===== src/hdl/trpc_pkg.sv =====
// ----------------------------------------------------------------------------
// trpc_pkg
// shared types, codes and the fixed system color table for the row colorizer
// ----------------------------------------------------------------------------
package trpc_pkg;

   localparam int PAL_DEPTH = 32;
   localparam int PAL_AW    = $clog2(PAL_DEPTH);
   localparam int COLOR_W   = 6;

   localparam logic [1:0] OP_WRITE      = 2'd0;
   localparam logic [1:0] OP_BACKGROUND = 2'd1;
   localparam logic [1:0] OP_SPRITE     = 2'd2;

   localparam logic [2:0] LAST_COLUMN = 3'd7;

   typedef struct packed {
      logic              valid;
      logic [PAL_AW-1:0] addr;
      logic              opaque;
      logic [2:0]        column;
   } pix_req_type;

   typedef struct packed {
      logic busy;
      logic last_issue;
   } seq_status_type;

   function automatic logic [23:0] sys_rgb(input logic [COLOR_W-1:0] idx);
      logic [23:0] c;
      case (idx)
         6'd0:  c = 24'h808080;  6'd1:  c = 24'h003DA6;
         6'd2:  c = 24'h0012B0;  6'd3:  c = 24'h440096;
         6'd4:  c = 24'hA1005E;  6'd5:  c = 24'hC70028;
         6'd6:  c = 24'hBA0600;  6'd7:  c = 24'h8C1700;
         6'd8:  c = 24'h5C2F00;  6'd9:  c = 24'h104500;
         6'd10: c = 24'h054A00;  6'd11: c = 24'h00472E;
         6'd12: c = 24'h004166;  6'd13: c = 24'h000000;
         6'd14: c = 24'h050505;  6'd15: c = 24'h050505;
         6'd16: c = 24'hC7C7C7;  6'd17: c = 24'h0077FF;
         6'd18: c = 24'h2155FF;  6'd19: c = 24'h8237FA;
         6'd20: c = 24'hEB2FB5;  6'd21: c = 24'hFF2950;
         6'd22: c = 24'hFF2200;  6'd23: c = 24'hD63200;
         6'd24: c = 24'hC46200;  6'd25: c = 24'h358000;
         6'd26: c = 24'h058F00;  6'd27: c = 24'h008A55;
         6'd28: c = 24'h0099CC;  6'd29: c = 24'h212121;
         6'd30: c = 24'h090909;  6'd31: c = 24'h090909;
         6'd32: c = 24'hFFFFFF;  6'd33: c = 24'h0FD7FF;
         6'd34: c = 24'h69A2FF;  6'd35: c = 24'hD480FF;
         6'd36: c = 24'hFF45F3;  6'd37: c = 24'hFF618B;
         6'd38: c = 24'hFF8833;  6'd39: c = 24'hFF9C12;
         6'd40: c = 24'hFABC20;  6'd41: c = 24'h9FE30E;
         6'd42: c = 24'h2BF035;  6'd43: c = 24'h0CF0A4;
         6'd44: c = 24'h05FBFF;  6'd45: c = 24'h5E5E5E;
         6'd46: c = 24'h0D0D0D;  6'd47: c = 24'h0D0D0D;
         6'd48: c = 24'hFFFFFF;  6'd49: c = 24'hA6FCFF;
         6'd50: c = 24'hB3ECFF;  6'd51: c = 24'hDAABEB;
         6'd52: c = 24'hFFA8F9;  6'd53: c = 24'hFFABB3;
         6'd54: c = 24'hFFD2B0;  6'd55: c = 24'hFFEFA6;
         6'd56: c = 24'hFFF79C;  6'd57: c = 24'hD7E895;
         6'd58: c = 24'hA6EDAF;  6'd59: c = 24'hA2F2DA;
         6'd60: c = 24'h99FFFC;  6'd61: c = 24'hDDDDDD;
         6'd62: c = 24'h111111;  6'd63: c = 24'h111111;
         default: c = 24'h000000;
      endcase
      return c;
   endfunction

endpackage


===== src/hdl/trpc_ram.sv =====
// ----------------------------------------------------------------------------
// trpc_ram
// generic single write port, single read port ram with registered read
// ----------------------------------------------------------------------------
module trpc_ram #(
   parameter int WIDTH = 8,
   parameter int DEPTH = 32,
   localparam int AW   = $clog2(DEPTH)
) (
   input  logic             clock,
   input  logic             wr_en,
   input  logic [AW-1:0]    wr_addr,
   input  logic [WIDTH-1:0] wr_data,
   input  logic             rd_en,
   input  logic [AW-1:0]    rd_addr,
   output logic [WIDTH-1:0] rd_data
);

   logic [WIDTH-1:0] mem [DEPTH];
   logic [WIDTH-1:0] rd_data_ff;

   always_ff @(posedge clock) begin
      if (wr_en) begin
         mem[wr_addr] <= wr_data;
      end
      if (rd_en) begin
         rd_data_ff <= mem[rd_addr];
      end
   end

   assign rd_data = rd_data_ff;

endmodule


===== src/hdl/trpc_pal_store.sv =====
// ----------------------------------------------------------------------------
// trpc_pal_store
// palette ram with per-entry written flags; unwritten entries read as zero
// ----------------------------------------------------------------------------
module trpc_pal_store
   import trpc_pkg::*;
(
   input  logic               clock,
   input  logic               reset,
   input  logic               wr_en,
   input  logic [PAL_AW-1:0]  wr_addr,
   input  logic [COLOR_W-1:0] wr_data,
   input  logic               rd_en,
   input  logic [PAL_AW-1:0]  rd_addr,
   output logic [COLOR_W-1:0] color
);

   logic [PAL_DEPTH-1:0] written_ff;
   logic [PAL_DEPTH-1:0] written_in;
   logic                 hit_ff;
   logic                 hit_in;
   logic [COLOR_W-1:0]   rd_data;

   trpc_ram #(
      .WIDTH(COLOR_W),
      .DEPTH(PAL_DEPTH)
   ) u_ram (
      .clock   (clock),
      .wr_en   (wr_en),
      .wr_addr (wr_addr),
      .wr_data (wr_data),
      .rd_en   (rd_en),
      .rd_addr (rd_addr),
      .rd_data (rd_data)
   );

   always_comb begin
      written_in = written_ff;
      if (wr_en) begin
         written_in[wr_addr] = 1'b1;
      end
      hit_in = rd_en ? written_ff[rd_addr] : hit_ff;
   end

   always_ff @(posedge clock) begin
      if (reset) begin
         written_ff <= '0;
         hit_ff     <= 1'b0;
      end else begin
         written_ff <= written_in;
         hit_ff     <= hit_in;
      end
   end

   assign color = hit_ff ? rd_data : '0;

endmodule


===== src/hdl/trpc_row_seq.sv =====
// ----------------------------------------------------------------------------
// trpc_row_seq
// holds one row request and issues one palette read per pixel, left to right
// ----------------------------------------------------------------------------
module trpc_row_seq
   import trpc_pkg::*;
(
   input  logic           clock,
   input  logic           reset,
   input  logic           req_valid,
   output logic           req_stall,
   input  logic [1:0]     req_operation,
   input  logic [7:0]     req_plane_low,
   input  logic [7:0]     req_plane_high,
   input  logic [4:0]     req_tile_column,
   input  logic [4:0]     req_tile_row_number,
   input  logic [7:0]     req_attribute_byte,
   input  logic [1:0]     req_sprite_palette,
   input  logic           req_flip_horizontal,
   input  logic           adv,
   output pix_req_type    issue,
   output seq_status_type status
);

   logic       busy_ff, busy_in;
   logic [2:0] cnt_ff, cnt_in;
   logic [7:0] lo_ff, hi_ff;
   logic       sprite_ff, flip_ff;
   logic [1:0] group_ff, group_in;
   logic [1:0] quad;
   logic       accept, load, last_issue;
   logic [2:0] bidx;
   logic [1:0] pix;

   assign last_issue = busy_ff && (cnt_ff == LAST_COLUMN) && adv;
   assign req_stall  = busy_ff && !last_issue;
   assign accept     = req_valid && !req_stall;
   assign load       = accept && ((req_operation == OP_BACKGROUND) ||
                                  (req_operation == OP_SPRITE));

   always_comb begin
      quad     = {req_tile_row_number[1], req_tile_column[1]};
      group_in = (req_operation == OP_SPRITE) ? req_sprite_palette :
                 req_attribute_byte[{quad, 1'b0} +: 2];
      busy_in  = busy_ff;
      cnt_in   = cnt_ff;
      if (load) begin
         busy_in = 1'b1;
         cnt_in  = '0;
      end else if (busy_ff && adv) begin
         cnt_in = cnt_ff + 3'd1;
         if (last_issue) begin
            busy_in = 1'b0;
         end
      end
   end

   always_ff @(posedge clock) begin
      if (reset) begin
         busy_ff <= 1'b0;
         cnt_ff  <= '0;
      end else begin
         busy_ff <= busy_in;
         cnt_ff  <= cnt_in;
      end
   end

   always_ff @(posedge clock) begin
      if (load) begin
         lo_ff     <= req_plane_low;
         hi_ff     <= req_plane_high;
         sprite_ff <= (req_operation == OP_SPRITE);
         flip_ff   <= req_flip_horizontal;
         group_ff  <= group_in;
      end
   end

   always_comb begin
      bidx = (sprite_ff && flip_ff) ? cnt_ff : LAST_COLUMN - cnt_ff;
      pix  = {hi_ff[bidx], lo_ff[bidx]};
      issue.valid  = busy_ff;
      issue.column = cnt_ff;
      if (sprite_ff) begin
         issue.addr   = {1'b1, group_ff, pix};
         issue.opaque = (pix != 2'd0);
      end else begin
         issue.addr   = (pix == 2'd0) ? '0 : {1'b0, group_ff, pix};
         issue.opaque = 1'b1;
      end
      status.busy       = busy_ff;
      status.last_issue = last_issue;
   end

endmodule


===== src/hdl/trpc_pix_out.sv =====
// ----------------------------------------------------------------------------
// trpc_pix_out
// aligns pixel info with palette read data, maps to rgb, drives the rsp port
// ----------------------------------------------------------------------------
module trpc_pix_out
   import trpc_pkg::*;
(
   input  logic               clock,
   input  logic               reset,
   input  pix_req_type        issue,
   input  logic [COLOR_W-1:0] color,
   output logic               adv,
   output logic               rsp_valid,
   input  logic               rsp_stall,
   output logic [7:0]         rsp_red,
   output logic [7:0]         rsp_green,
   output logic [7:0]         rsp_blue,
   output logic               rsp_opaque,
   output logic [2:0]         rsp_pixel_column,
   output logic               rsp_last_pixel
);

   logic        s1_valid_ff, s1_valid_in;
   logic        s1_opaque_ff;
   logic [2:0]  s1_col_ff;
   logic        out_valid_ff, out_valid_in;
   logic [23:0] rgb_ff, rgb_in;
   logic        opaque_ff;
   logic [2:0]  col_ff;
   logic        last_ff;

   assign adv = !out_valid_ff || !rsp_stall;

   always_comb begin
      s1_valid_in  = adv ? issue.valid : s1_valid_ff;
      out_valid_in = adv ? s1_valid_ff : out_valid_ff;
      rgb_in       = s1_opaque_ff ? sys_rgb(color) : '0;
   end

   always_ff @(posedge clock) begin
      if (reset) begin
         s1_valid_ff  <= 1'b0;
         out_valid_ff <= 1'b0;
      end else begin
         s1_valid_ff  <= s1_valid_in;
         out_valid_ff <= out_valid_in;
      end
   end

   always_ff @(posedge clock) begin
      if (adv) begin
         s1_opaque_ff <= issue.opaque;
         s1_col_ff    <= issue.column;
         rgb_ff       <= rgb_in;
         opaque_ff    <= s1_opaque_ff;
         col_ff       <= s1_col_ff;
         last_ff      <= (s1_col_ff == LAST_COLUMN);
      end
   end

   assign rsp_valid        = out_valid_ff;
   assign rsp_red          = rgb_ff[23:16];
   assign rsp_green        = rgb_ff[15:8];
   assign rsp_blue         = rgb_ff[7:0];
   assign rsp_opaque       = opaque_ff;
   assign rsp_pixel_column = col_ff;
   assign rsp_last_pixel   = last_ff;

endmodule


===== src/hdl/tile_row_palette_colouriser_top.sv =====
// a row request's first pixel goes through the sequencer, palette read and rgb output registers to rsp
// throughput: one pixel per cycle while rsp_stall is low, set by the single palette
//   ram read port (one read per pixel); the next row is taken as the last pixel issues
// palette writes and unused operations give no pixel and start no row
// reset: synchronous; palette entries read as zero until written (flags clear at once)
// ----------------------------------------------------------------------------
// tile_row_palette_colouriser_top
// colors 8-pixel 2bpp background and sprite rows through a 32-entry palette
// ----------------------------------------------------------------------------
module tile_row_palette_colouriser_top
   import trpc_pkg::*;
(
   input  logic       clock,
   input  logic       reset,
   input  logic       req_valid,
   output logic       req_stall,
   input  logic [1:0] req_operation,
   input  logic [7:0] req_plane_low,
   input  logic [7:0] req_plane_high,
   input  logic [4:0] req_tile_column,
   input  logic [4:0] req_tile_row_number,
   input  logic [7:0] req_attribute_byte,
   input  logic [1:0] req_sprite_palette,
   input  logic       req_flip_horizontal,
   input  logic [4:0] req_palette_address,
   input  logic [5:0] req_palette_value,
   output logic       rsp_valid,
   input  logic       rsp_stall,
   output logic [7:0] rsp_red,
   output logic [7:0] rsp_green,
   output logic [7:0] rsp_blue,
   output logic       rsp_opaque,
   output logic [2:0] rsp_pixel_column,
   output logic       rsp_last_pixel
);

   pix_req_type        issue;
   seq_status_type     status;
   logic               adv;
   logic               wr_en;
   logic [COLOR_W-1:0] color;

   assign wr_en = req_valid && !req_stall && (req_operation == OP_WRITE);

   trpc_row_seq u_seq (
      .clock               (clock),
      .reset               (reset),
      .req_valid           (req_valid),
      .req_stall           (req_stall),
      .req_operation       (req_operation),
      .req_plane_low       (req_plane_low),
      .req_plane_high      (req_plane_high),
      .req_tile_column     (req_tile_column),
      .req_tile_row_number (req_tile_row_number),
      .req_attribute_byte  (req_attribute_byte),
      .req_sprite_palette  (req_sprite_palette),
      .req_flip_horizontal (req_flip_horizontal),
      .adv                 (adv),
      .issue               (issue),
      .status              (status)
   );

   trpc_pal_store u_store (
      .clock   (clock),
      .reset   (reset),
      .wr_en   (wr_en),
      .wr_addr (req_palette_address),
      .wr_data (req_palette_value),
      .rd_en   (adv),
      .rd_addr (issue.addr),
      .color   (color)
   );

   trpc_pix_out u_out (
      .clock            (clock),
      .reset            (reset),
      .issue            (issue),
      .color            (color),
      .adv              (adv),
      .rsp_valid        (rsp_valid),
      .rsp_stall        (rsp_stall),
      .rsp_red          (rsp_red),
      .rsp_green        (rsp_green),
      .rsp_blue         (rsp_blue),
      .rsp_opaque       (rsp_opaque),
      .rsp_pixel_column (rsp_pixel_column),
      .rsp_last_pixel   (rsp_last_pixel)
   );

`ifndef SYNTH
   a_row_starts: assert property (@(posedge clock) disable iff (reset)
      (req_valid && !req_stall &&
       (req_operation == OP_BACKGROUND || req_operation == OP_SPRITE))
      |=> (status.busy && issue.column == 3'd0))
      else $error("row request did not start issuing at column 0");

   a_stall_only_busy: assert property (@(posedge clock) disable iff (reset)
      req_stall |-> (status.busy && !status.last_issue))
      else $error("request stalled while row engine free");

   a_transparent_black: assert property (@(posedge clock) disable iff (reset)
      (rsp_valid && !rsp_opaque) |->
      (rsp_red == 8'd0 && rsp_green == 8'd0 && rsp_blue == 8'd0))
      else $error("transparent pixel carries color");

   a_last_column: assert property (@(posedge clock) disable iff (reset)
      rsp_valid |-> (rsp_last_pixel == (rsp_pixel_column == LAST_COLUMN)))
      else $error("last pixel flag out of step with column");
`endif

endmodule

===== config.mk =====
export PLATFORM = sky130hd
export DESIGN_NAME = tile_row_palette_colouriser_top
export DESIGN_NICKNAME = d
export VERILOG_FILES = /design/src/hdl/trpc_pkg.sv /design/src/hdl/trpc_ram.sv /design/src/hdl/trpc_pal_store.sv /design/src/hdl/trpc_row_seq.sv /design/src/hdl/trpc_pix_out.sv /design/src/hdl/tile_row_palette_colouriser_top.sv
export SDC_FILE = /design/constraint.sdc
export NUM_CORES = 1
export LEC_CHECK = 0
export BUFFER_PORTS_ARGS = -buffer_cell sky130_fd_sc_hd__buf_2
export CORE_MARGIN = 8
export CORE_UTILIZATION = 50
export CTS_BUF_LIST = sky130_fd_sc_hd__clkbuf_4
export CTS_CLUSTER_SIZE = 10
export DETAILED_ROUTE_END_ITERATION = 16
export HOLD_SLACK_MARGIN = 0.1
export PLACE_DENSITY = 0.75
export SLEW_MARGIN = 20
export SYNTH_ARGS = -nofsm -noshare
export SYNTH_HDL_FRONTEND = slang
export SYNTH_SLANG_ARGS = --single-unit
export TNS_END_PERCENT = 50

===== constraint.sdc =====
create_clock -name clock -period 3.7 [get_ports clock]
set_input_delay 0.74 -clock clock [delete_from_list [all_inputs] [get_ports clock]]
set_output_delay 0.74 -clock clock [all_outputs]
set_load 0.005 [all_outputs]

; ---- Yosys cells after proc, flatten, opt, wreduce, memory -nomap -nowiden
; Memories as Yosys holds them, arrays and structs flattened. A register that Yosys moved wholly into a read port is not among the register bits.
; Cells that the tools add are included.
; Widths: inputs -> output; s select.
[classes]
eq_ne = 4
n_lt_le_gt_ge = 4
mux = 18
n_addsub = 2
shifts = 1
reduce_logical = 23
bitwise_logic = 1
[ops]
columns = op, count
row1 = $or 32x32->32, 1
row2 = $lt 5x6->1 const B, 2
row3 = $mux 6, 2
row4 = $logic_and 1x1->1, 9
row5 = $mux 1, 9
row6 = $shiftx 8x4->2, 1
row7 = $bmux 1 s3, 2
row8 = $eq 3x3->1 const B, 2
row9 = $reduce_bool 2->1, 3
row10 = $bmux 1 s5, 1
row11 = $demux 1 s5, 1
row12 = $ge 5x1->1 const B, 1
row13 = $logic_not 1->1, 5
row14 = $logic_not 2->1, 2
row15 = $lt 3x4->1 const B, 1
row16 = $mux 4, 1
row17 = $add 3x1->3 const B, 1
row18 = $mux 3, 1
row19 = $sub 3x3->3 const A, 1
row20 = $eq 2x1->1 const B, 1
row21 = $eq 2x2->1 const B, 1
row22 = $logic_or 1x1->1, 2
row23 = $mux 2, 1
row24 = $reduce_and 2->1, 1
row25 = $reduce_or 2->1, 1
[word_totals]
romBits = 1536
n_memories = 2
input_bits = 54
ram_bits = 192
regBits = 68
[mem_list]
columns = name, words, word_bits, read_ports, rd_clocked_by_memory_dff, wr, line
row1 = (name not given), 64, 24, 1, 1, 0, trpc_pkg.sv:31  ; case (idx)
row2 = u_store.u_ram.mem, 32, 6, 1, 1, 1, trpc_ram.sv:19  ; logic [WIDTH-1:0] mem [DEPTH];

; ---- Logic depth before layout (Yosys ltp)
[depth]
depth_word = 10
ltp_mapped = 13
mapped_depth_nobuf = 10

; ---- Hierarchy
; Synthesis repeated with hierarchy kept, for this count alone.
[hier_totals]
cells_unflattened = 944
hier_area_um2 = 13407.9
[modules_own_cells]
columns = mod, cells_per_inst, n_inst, seq_area_each_um2, area_each_um2
row1 = trpc_ram, 323, 1, 5945.7, 7649.8
row2 = trpc_pix_out, 359, 1, 1031.0, 3055.4
row3 = trpc_pal_store, 167, 1, 660.6, 1436.4
row4 = trpc_row_seq, 94, 1, 680.7, 1251.2
row5 = tile_row_palette_colouriser_top, 1, 1, 0.0, 15.0

; ---- Least setup slack after synthesis
; No wires, ideal clock.
[synth_path]
path_kind = input-to-reg
start = input port rsp_stall
end = memory u_store.u_ram.mem[0][0] (netlist name) (enable)
setup_slack_ns = 0.302
n_path_buf = 0
arrival_ns = 3.048
path_stages = 7
t_required_ns = 3.350
cell_sequence = nand2_1 -> nand2_1 -> nand2_1 -> nand3_1 -> or2_2 -> or3_1 -> nor2_1
[synth_between]
elab_chain_cells = 10
[synth_rtl]
columns = element, line
row1 = from (decl), tile_row_palette_colouriser_top.sv:28  ; input logic rsp_stall,
row2 = $logic_not 1->1, trpc_pix_out.sv:32  ; assign adv = !out_valid_ff || !rsp_stall;
row3 = $logic_or 1x1->1, trpc_pix_out.sv:32
row4 = $logic_and 1x1->1, trpc_row_seq.sv:35  ; assign last_issue = busy_ff && (cnt_ff == LAST_COLUMN) && adv;
row5 = $logic_not 1->1, trpc_row_seq.sv:36  ; assign req_stall = busy_ff && !last_issue;
row6 = $logic_and 1x1->1, trpc_row_seq.sv:36
row7 = $logic_not 1->1, tile_row_palette_colouriser_top.sv:43  ; assign wr_en = req_valid && !req_stall && (req_operation == OP_WRITE);
row8 = $logic_and 1x1->1 (2 in series), tile_row_palette_colouriser_top.sv:43
row9 = $mux 1, trpc_ram.sv:23  ; if (wr_en) begin
row10 = $mux 1 (implied by the code), trpc_ram.sv:24  ; mem[wr_addr] <= wr_data;
row11 = to (decl), trpc_ram.sv:19
; No other way between the ends.

; ---- Worst setup path after layout
[layout_path]
start = register u_seq.cnt_ff[1]
end = register u_store.u_ram.rd_data_ff[1], in the netlist u_store.u_ram.rd_data[1], read port of u_store.u_ram.mem, data pin
[layout_between]
elab_chain_cells = 7
word_cells_on_any_way = 9
[layout_rtl]
columns = element, line
row1 = from (decl), trpc_row_seq.sv:26  ; logic [2:0] cnt_ff, cnt_in;
row2 = from (signal assigned), trpc_row_seq.sv:64  ; cnt_ff <= cnt_in;
row3 = $sub 3x3->3, trpc_row_seq.sv:79  ; bidx = (sprite_ff && flip_ff) ? cnt_ff : LAST_COLUMN - cnt_ff;
row4 = $mux 3 *, trpc_row_seq.sv:79
row5 = $bmux 1 s3, trpc_row_seq.sv:80  ; pix = {hi_ff[bidx], lo_ff[bidx]};
row6 = $mux 1 (implied by the code), trpc_row_seq.sv:80
row7 = $logic_not 2->1, trpc_row_seq.sv:87  ; issue.addr = (pix == 2'd0) ? '0 : {1'b0, group_ff, pix};
row8 = $mux 4, trpc_row_seq.sv:87
row9 = $mux 6 *, trpc_row_seq.sv:83  ; if (sprite_ff) begin
row10 = to (decl), trpc_ram.sv:20  ; logic [WIDTH-1:0] rd_data_ff;
; Every way passes the cells marked *; elsewhere a longest branch is shown, timed or not. The select of a mux whose other input is x is not followed.
; A chain may end at the register's enable or synchronous reset.

==> results.cfg <==
[run_status]
outcome = complete, no violations

[layout]
drive_gt1_share_pct = 23.87
area_delta_synth_final_pct = 12.23
finalNetCount = 1254

[grt]
grt_first_pass_wirelength_um = 50960
grt_overflow = 0
grt_max_degree = 45
antenna_found_initial = 1
grt_pass1_vias = 9458
grt_use_total_pct = 20.47

[critical_path]
cp-startpoint = u_seq.cnt_ff[1]
start_kind = register
arrival_ns = 3.92
worstPathCellList = mux4_2 -> mux4_4 -> buf_12 -> mux2_2 -> nor2_1 -> a21oi_1 -> a221oi_1 -> o221ai_1
cp_slowest_stage_delay_ns = 0.78
required_ns = 4.11
critPathKind = reg2reg
crit_fanout = 28
r2r-start = u_seq.cnt_ff[1]
reg2reg_depth = 8
end_kind = register
critPathSlowestCell = mux4_4

[synthesis]
synth_top_area_share_pct = 54.58
netlist_top_cells_area = edfxtp_1 55%, dfxtp_1 5.9%, mux2i_1 5.4%, nor2_1 4.0%, mux2_2 3.5%
syn_area_um2 = 13260
synth.avg_cell_area_um2 = 12.20
synth_cell_types = 59
synth_fp_nets = 1153
ys.flop_type = edfxtp_1
seq_area_frac_synth_pct = 60.47
synth_edf_count = 241
synth.yosys.warnings = 0
synth_top_cell_by_area = edfxtp_1
synthCells = 1087
synth_async_sr_flop_share_pct = 0
synth.most_common_cell = edfxtp_1
ys_seq_elements = 280
synth_common_cells = 241 x edfxtp_1, 143 x nor2_1, 82 x a21oi_1

[pwr]
finalPower_mw = 7.684
p_leak_nw = 5.449
ir_drop_uv = 333.4
p_per_area_nw_per_um2 = 516.4

[routing]
first_pass_iters = 6
vias_per_cell = 6.030
drc = 0
drtAntennaViolNets = 0
num_vias = 9527
wl_per_cell_um = 20.71
wl_um = 32720
drt_iter0_drc = 1195

[timing]
rsz0062_at_grt = false
setup_viol = 0
finalCritPeriodShare_pct = 94.69
setup-tns-final_ns = 0
hold_viol = 0
finalCriticalPeriod_ns = 3.503
relSlewSlack_pct = 40.79
fin_skew_ns = 0.06205
worst_slew_pin_slew_ns = 0.8882
max_freq_ghz = 0.2854
slew_viol_final = 0

[clocking]
cts-htree-levels = 3
clkTransAtPathRegs_ns = 0.07
cts.path.max_buffers = 3
hold_buffers = 0
root_buffer = clkbuf_4
clock_latency_ns = 0.72
cts_tree = built
cts_buffers = 72
post_cts_buffers = 0
cts_sinks = 280
cts_resized = 0

[floorplanning]
die_h_um = 178.8
dieArea_um2 = 31990
row_count = 59
start_util_pct = 50.88
coreArea_um2 = 26060
dieWidth_um = 178.8
pin_count = 85

[worst_hold_path]
min_path_cells = 1
hold_start = req_plane_high[4]
hold_path_class = in2reg

[job]
drv_cap = 0

[placement]
portBuffers = 76
dp.final_hpwl_um = 21290
place_congestion = 0.9362
## where the power goes
part           switching, mW  total [mW]  leakage [nW]  internal (mW)
combinational          0.910        1.46          2.33          0.551
clock                   1.28        2.58         0.534           1.30
sequential            0.0869        3.64          2.58           3.55
## sequential cells by signal, indices dropped and copies added (netlist names), 2 cells and up
signal,count
u_store.u_ram.rd_data,6
u_store.u_ram.mem,182
u_seq.lo_ff,8
u_out.rsp_pixel_column,3
u_out.s1_col_ff,3
u_seq.hi_ff,8
u_store.written_ff,32
u_seq.cnt_ff,3
u_seq.group_ff,2
u_out.rgb_ff,24
## cell type report
class,count,area (µm²)
clock buffers,102,765.7
repair buffers,111,668.1
clock inverters,28,142.6
diodes,1,2.502
flip-flops and latches,280,8018
multi-input cells,706,4801
inverters,17,63.81
well taps,335,419.2
fillers,2117,11180
## placed cells by master, fill, tap and decap left out, drive strengths merged, types with 6 or more instances in the layout
master	Yosys	final
a221o	9	9
nand2b	9	9
or3	7	7
o21ai	54	54
a21boi	8	8
clkinv	0	22
o22ai	8	8
clkbuf	54	102
a311oi	6	6
nor2	143	143
ha	12	12
and2	7	7
o211ai	19	19
a211oi	16	16
mux2i	73	73
edfxtp	241	241
a22oi	9	9
mux4	17	17
nor3	12	12
a31oi	6	6
o221ai	11	11
dfxtp	39	39
nand2	74	74
mux2	44	44
a21oi	82	82
nor2b	9	9
nand3	13	13
a221oi	8	8
buf	30	111
inv	17	20
## metrics by stage
stage | setup slack [ns] | hold slack [ns] | cell area [µm²] | utilization [%] | std cells
2_1_floorplan | 0.3021 | 0.4174 | 13260 | - | 1087
3_3_place_gp | 0.2666 | 0.4289 | 13970 | 53.61 | 1449
3_5_place_dp | 0.2240 | 0.4267 | 13970 | 53.61 | 1449
4_1_cts | 0.2025 | 0.1784 | 14880 | 57.09 | 1579
5_1_grt | 0.02184 | 0.1748 | 14880 | 57.10 | 1580
6_report | 0.1965 | 0.2249 | 14880 | 57.10 | 1580
## cells by family (layout without fill, tap and decap cells)
family                     count (synthesis)  count (layout)  synth area share, %
muxes                                    134             134                12.19
DFF                                      280             280                60.47
and+or+nand+nor                          289             289                9.371
adders and majority gates                 12              12                1.132
AOI/OAI and AO/OA                        268             268                13.21
xor gates and xnor gates                   3               3               0.1982
other                                      0               1                    0
buffers and inverters                    101             258                3.425
## per-layer routing
layer	routed length, µm	up-vias	global-route usage, %
met5	0	-	0
met4	897	0	8.922
met3	2886	83	4.971
met2	15630	483	32.81
met1	13310	4586	26.11
li1	-	4375	-
## critical path, delay by kind of cell, from the launching register on
kind,cells,cell delay (ns)
buffers and inverters,1,0.25
AND/OR/NAND/NOR,1,0.10
AO/OA/AOI/OAI,3,0.75
multiplexers,3,1.61
flip-flops,1,0.48
## path summary, 6_finish.rpt
check	end	slack (ns)
worst max-delay path	u_store.u_ram.rd_data[1]	0.20
worst min-delay path	u_seq.hi_ff[4]	0.22
worst max register to register	u_store.u_ram.rd_data[1]	0.20
worst min register to register	u_out.rsp_pixel_column[0]	0.45
(Power assumes the default switching activity.)
